### src/rtl/core/bpmq_ram.sv
// Simple dual-port synchronous RAM, one write and one registered read port.
module bpmq_ram #(
    parameter int WIDTH = 8,
    parameter int DEPTH = 16
) (
    input  logic                     i_clk,
    input  logic                     i_we,
    input  logic [$clog2(DEPTH)-1:0] i_waddr,
    input  logic [WIDTH-1:0]         i_wdata,
    input  logic                     i_re,
    input  logic [$clog2(DEPTH)-1:0] i_raddr,
    output logic [WIDTH-1:0]         o_rdata
);

    logic [WIDTH-1:0] r_mem [DEPTH];
    logic [WIDTH-1:0] r_rdata;

    always_ff @(posedge i_clk) begin
        if (i_we) begin
            r_mem[i_waddr] <= i_wdata;
        end
        if (i_re) begin
            r_rdata <= r_mem[i_raddr];
        end
    end

    assign o_rdata = r_rdata;

endmodule

### config.mk
export PLATFORM = sky130hd
export DESIGN_NAME = bpmq_ram
export DESIGN_NICKNAME = d
export VERILOG_FILES = /design/src/rtl/core/bpmq_ram.sv
export SDC_FILE = /design/constraint.sdc
export NUM_CORES = 1
export LEC_CHECK = 0
export ABC_AREA = 1
export BUFFER_PORTS_ARGS = -buffer_cell sky130_fd_sc_hd__buf_2
export CORE_UTILIZATION = 25
export CTS_CLUSTER_DIAMETER = 150
export DETAILED_ROUTE_END_ITERATION = 6
export GPL_TIMING_DRIVEN = 0
export PLACE_DENSITY = 0.46
export SETUP_SLACK_MARGIN = 0.4
export SLEW_MARGIN = 20
export SYNTH_ARGS = -nofsm -noshare
export SYNTH_HDL_FRONTEND = slang
export SYNTH_SLANG_ARGS = --single-unit
### constraint.sdc
create_clock -name i_clk -period 1.5 [get_ports i_clk]
set_clock_uncertainty 0.2 [all_clocks]
set_input_delay 0.375 -clock i_clk [delete_from_list [all_inputs] [get_ports i_clk]]
set_output_delay 0.375 -clock i_clk [all_outputs]
set_load 0.02 [all_outputs]
# Word-level counts from Yosys, hierarchy flattened
# Memories as Yosys holds them, arrays and structs flattened. A register that Yosys moved wholly into a read port is not among the register bits.
# Cells that the tools add are included.
# op_classes
mux	2
# ops
cell	count
$mux W1	2
# totals
mem_count	1
register_bits	0
elab_cells	3
ramBits	128
inputBits	19
# mem_list
memory	words	width	read_ports	rd_ports_with_merged_regs	write_ports	line	text
r_mem	16	8	1	1	1	15	logic [WIDTH-1:0] r_mem [DEPTH];

# Logic depth before layout (Yosys ltp)
# logic_depth
word_depth	2
mapped_depth	8
ltp_nobuf	7

# Worst setup path after synthesis
# Ideal clock, no wire load.
# synth_path
path_type	input port to flip-flop
from	in i_waddr[3]
to	mem r_mem[4][0], enable pin
stages	2
path_buffers	0
path_slack_ps	-26
arrival_ps	956
path_cell_list	nand3b_1 > nor2_1
# synth_rtl
element	line	text
start: declaration	8	input logic [$clog2(DEPTH)-1:0] i_waddr,
end: declaration	15	
# Straight into the memory's write port.

# Worst setup path after layout
# layout_path
from	reg r_rdata[3] (netlist: o_rdata[3]) (read register of r_mem)
to	out o_rdata[3]
# layout_rtl
element	line	text
start: declaration	16	logic [WIDTH-1:0] r_rdata;
end: declaration	12	output logic [WIDTH-1:0] o_rdata
# No word-level cell between the ends.

==> metrics.md <==
| Metric | Value |
|---|---|
| Worst Tran Pin Value | `between 0.4 and 0.5 ns` |
| GR Overflow Total | `0` |
| RSZ-0062 raised after global routing | `yes` |
| Largest family of logic cells by synthesized area | `simple AND/OR/NAND/NOR gates` |
| RR Startpoint | `r_mem[2][0]` |
| Avg Cell Area, Syn | `10.6 µm²` |
| Sw Share | `21.7%` |
| Core Util, Final | `a little over a third` |
| Worst setup margin | `-0.0197 ns` |
| Deepest clock path buffer count | `2` |
| Synthesized Nets | `between 500 and 600` |
| Final Hold Fails | `0` |
| Largest net degree at the start of global routing | `17` |
| Failing checks | `negative setup slack` |
| Fillers | `between 2000 and 2500` |
| Critical path cell sequence | `buf_6` |
| Initial antenna violation count | `0` |
| Synthesized cell area | `0.00585 mm²` |
| 1st-pass router iterations | `4` |
| Clk pwr share | `between 40% and 50%` |
| Area of the multi-input gates | `0.00189 mm²` |
| Placed insts | `887` |
| FF-to-FF End | `o_rdata[0]` |
| Worst skew pair latency | `slightly above 0.4 ns` |
| Row count | `55` |
| FF+latch count, synth | `136` |
| Area delta synth->final | `40.8%` |
| Max-slew violations | `0` |
| Post-Synthesis Cells | `551` |
| GPL Wtd Cong | `about 0.85` |
| Flop pwr share | `46.0%` |
| Max Clock Freq | `approximately 0.66 GHz` |
| CP Launch Type | `flop` |
| Hold_ws | `0.0984 ns` |
| Hold-fix buffers, CTS | `0` |
| Commonest cells after routing, fill and taps aside | `edfxtp_1, nand2_1, inv_1, nand3_2, nand2_2` |
| Final ANT Viol Nets | `0` |
| Library cells used by synthesis | `11` |
| WS Path Type | `flop to output port` |
| Reg2reg setup slack | `0.22 ns` |
| Critical Path Slowest Stage Cell | `edfxtp_1` |
| CP endpoint kind | `output port` |
| WHS Path Cells | `1` |
| Core ar. | `0.0228 mm²` |
| Rel. slew slack | `71.6%` |
| Adder-cell share of the synthesized area | `0%` |
| # DRC | `0` |
| Global-route wire length before repair | `24.4 mm` |
| Fin crit share | `101%` |
| Clock Sinks | `136` |
| Setup Viol. Count Final | `8` |
| Starting Density | `25.7%` |
| Leakage power total | `3.36 nW` |
| Vias in the first global route | `4061` |
| Hold EP | `o_rdata[6]` |
| Worst EP required | `roughly 0.9 ns` |
| P_sw | `roughly 0.002 W` |
| Die area | `between 0.02 and 0.025 mm²` |
| Via density | `roughly 4.2` |
| Worst-path maximum fanout | `1` |
| Max stage delay on crit path | `0.38 ns` |
| P per Cell Area | `1140 mW/mm²` |
| Reg2Reg Depth | `6` |
| Total CTS buffers | `17` |
| Hold path startpoint | `i_re` |
| Clock root buffer | `clkbuf_16` |
| YS warnings | `0` |
| Critical Path AT | `0.94 ns` |
| WP buf/inv | `1` |
| Die Ht | `roughly 150 µm` |
| Hold Path Class | `input port to flop` |
| Synth Area in Simple Gates | `20.8%` |
| Clock Pin Slew Worst Setup and Hold Paths | `approximately 0.06 ns` |
| Share of layout cells above drive strength 1 | `40.2%` |
| Hpwl dp | `10.4 mm` |
| Max Cap Violations | `0` |
| Layout Cells excl Fill | `~940` |
| Result of the run | `finished with violations` |
| Pint | `between 0.007 and 0.008 W` |
| Register Area | `0.00408 mm²` |
| Commonest non-fill, non-tap cell in the layout | `edfxtp_1` |
| VDD IR max | `~530 µV` |
| Seq/Total Area, Yosys | `69.8%` |
| Mux cell area share after synthesis | `0%` |
| Die width | `155 µm` |
| Ant. Diodes | `0` |
| Num ports | `27` |
| Routed Wire Length | `15.8 mm` |
| CTS tree | `yes` |
| Wirelength per Cell | `16.8 µm` |
| Final net count | `638` |
| Global Route Usage Sum | `~14%` |
| Post-synthesis xor/xnor area fraction | `0%` |
| DR vias | `3956` |
| I/O Buffers | `23` |
| H-tree depth | `4` |
| Compound-gate portion of the synthesized area | `0%` |
| Initial DRC count | `293` |
| Combinational Power Share | `9.3%` |
| Min cycle time layout | `1.52 ns` |
| Top delay family on crit path | `flip-flops` |
## flip-flops by register name, summed over array words and instances, names as in the netlist
register and count:
o_rdata 8, r_mem 128
## timing repair
item / CTS / global route
endpoints found under the setup margin: 128 / 140
gates resized for setup: 98 / 62
endpoints found under the hold margin: 0 / 0
setup buffers: 22 / 2
cloned: 2 / 0
pin swaps: 63 / 52
## through the flow
stage          area (µm²)  total power, W  setup TNS (ns)  setup slack [ns]
6_report             8230         0.00937         -0.0802           -0.0197
2_1_floorplan        6110         0.00477               0            0.0514
3_3_place_gp         6610         0.00503          -30.36            -0.420
5_1_grt              8230         0.00966          -0.356           -0.0573
3_5_place_dp         6610         0.00504          -32.09            -0.448
4_1_cts              7970         0.00938          -0.253           -0.0462
## Yosys cell counts
cell type | count | area share [%]
inv_2 | 2 | 0.13
nand3b_1 | 2 | 0.26
buf_1 | 1 | 0.064
nand2_1 | 173 | 11
nand3_1 | 97 | 8.3
nor2_1 | 17 | 1.1
edfxtp_1 | 136 | 70
buf_6 | 6 | 1.2
buf_4 | 4 | 0.51
inv_1 | 100 | 6.4
buf_2 | 13 | 1.1
## cell type report
cell class / count / share of cell area, %
flip-flops and latches: 136 / 49.6
well taps: 313 / 4.76
inverters: 102 / 4.80
repair buffers: 49 / 7.45
clock buffers: 18 / 5.21
plain buffers: 24 / 3.30
clock inverters: 12 / 1.93
multi-input cells: 289 / 22.9
## per-layer routing
layer	share of wire, %	routed length (µm)	vias up	GRT usage (%)
li1	-	-	1921	-
met1	46	7200	1923	18.6
met2	47	7490	85	22.5
met3	4.5	708	27	2.23
met4	2.7	428	0	6.93
met5	0	0	-	0
## power groups by stage
| stage | clock [W] | sequential [W] | combinational (W) |
|---|---|---|---|
| after global routing | 0.00440 | 0.00431 | 0.000944 |
| after CTS | 0.00425 | 0.00431 | 0.000820 |
| after floorplan | 0 | 0.00440 | 0.000361 |
| after global placement | 0 | 0.00438 | 0.000651 |
| final | 0.00419 | 0.00431 | 0.000875 |
| after detailed placement | 0 | 0.00438 | 0.000656 |
## worst max-delay path by stage
stage	start	to	cells after the start
after global placement	i_waddr[3]	r_mem[4][1]	3
after CTS	o_rdata[3]	o_rdata[3]	1
after detailed placement	i_waddr[2]	r_mem[8][6]	3
final	o_rdata[3]	o_rdata[3]	1
after floorplan	i_waddr[2]	r_mem[10][0]	2
after global routing	o_rdata[7]	o_rdata[7]	1
## cell families (layout without fill, tap and decap cells)
group,count (synthesis),count (layout)
AND/OR/NAND/NOR,289,289
buffers and inverters,126,205
flip-flops,136,136
Power figures use the tool's default switching activity.
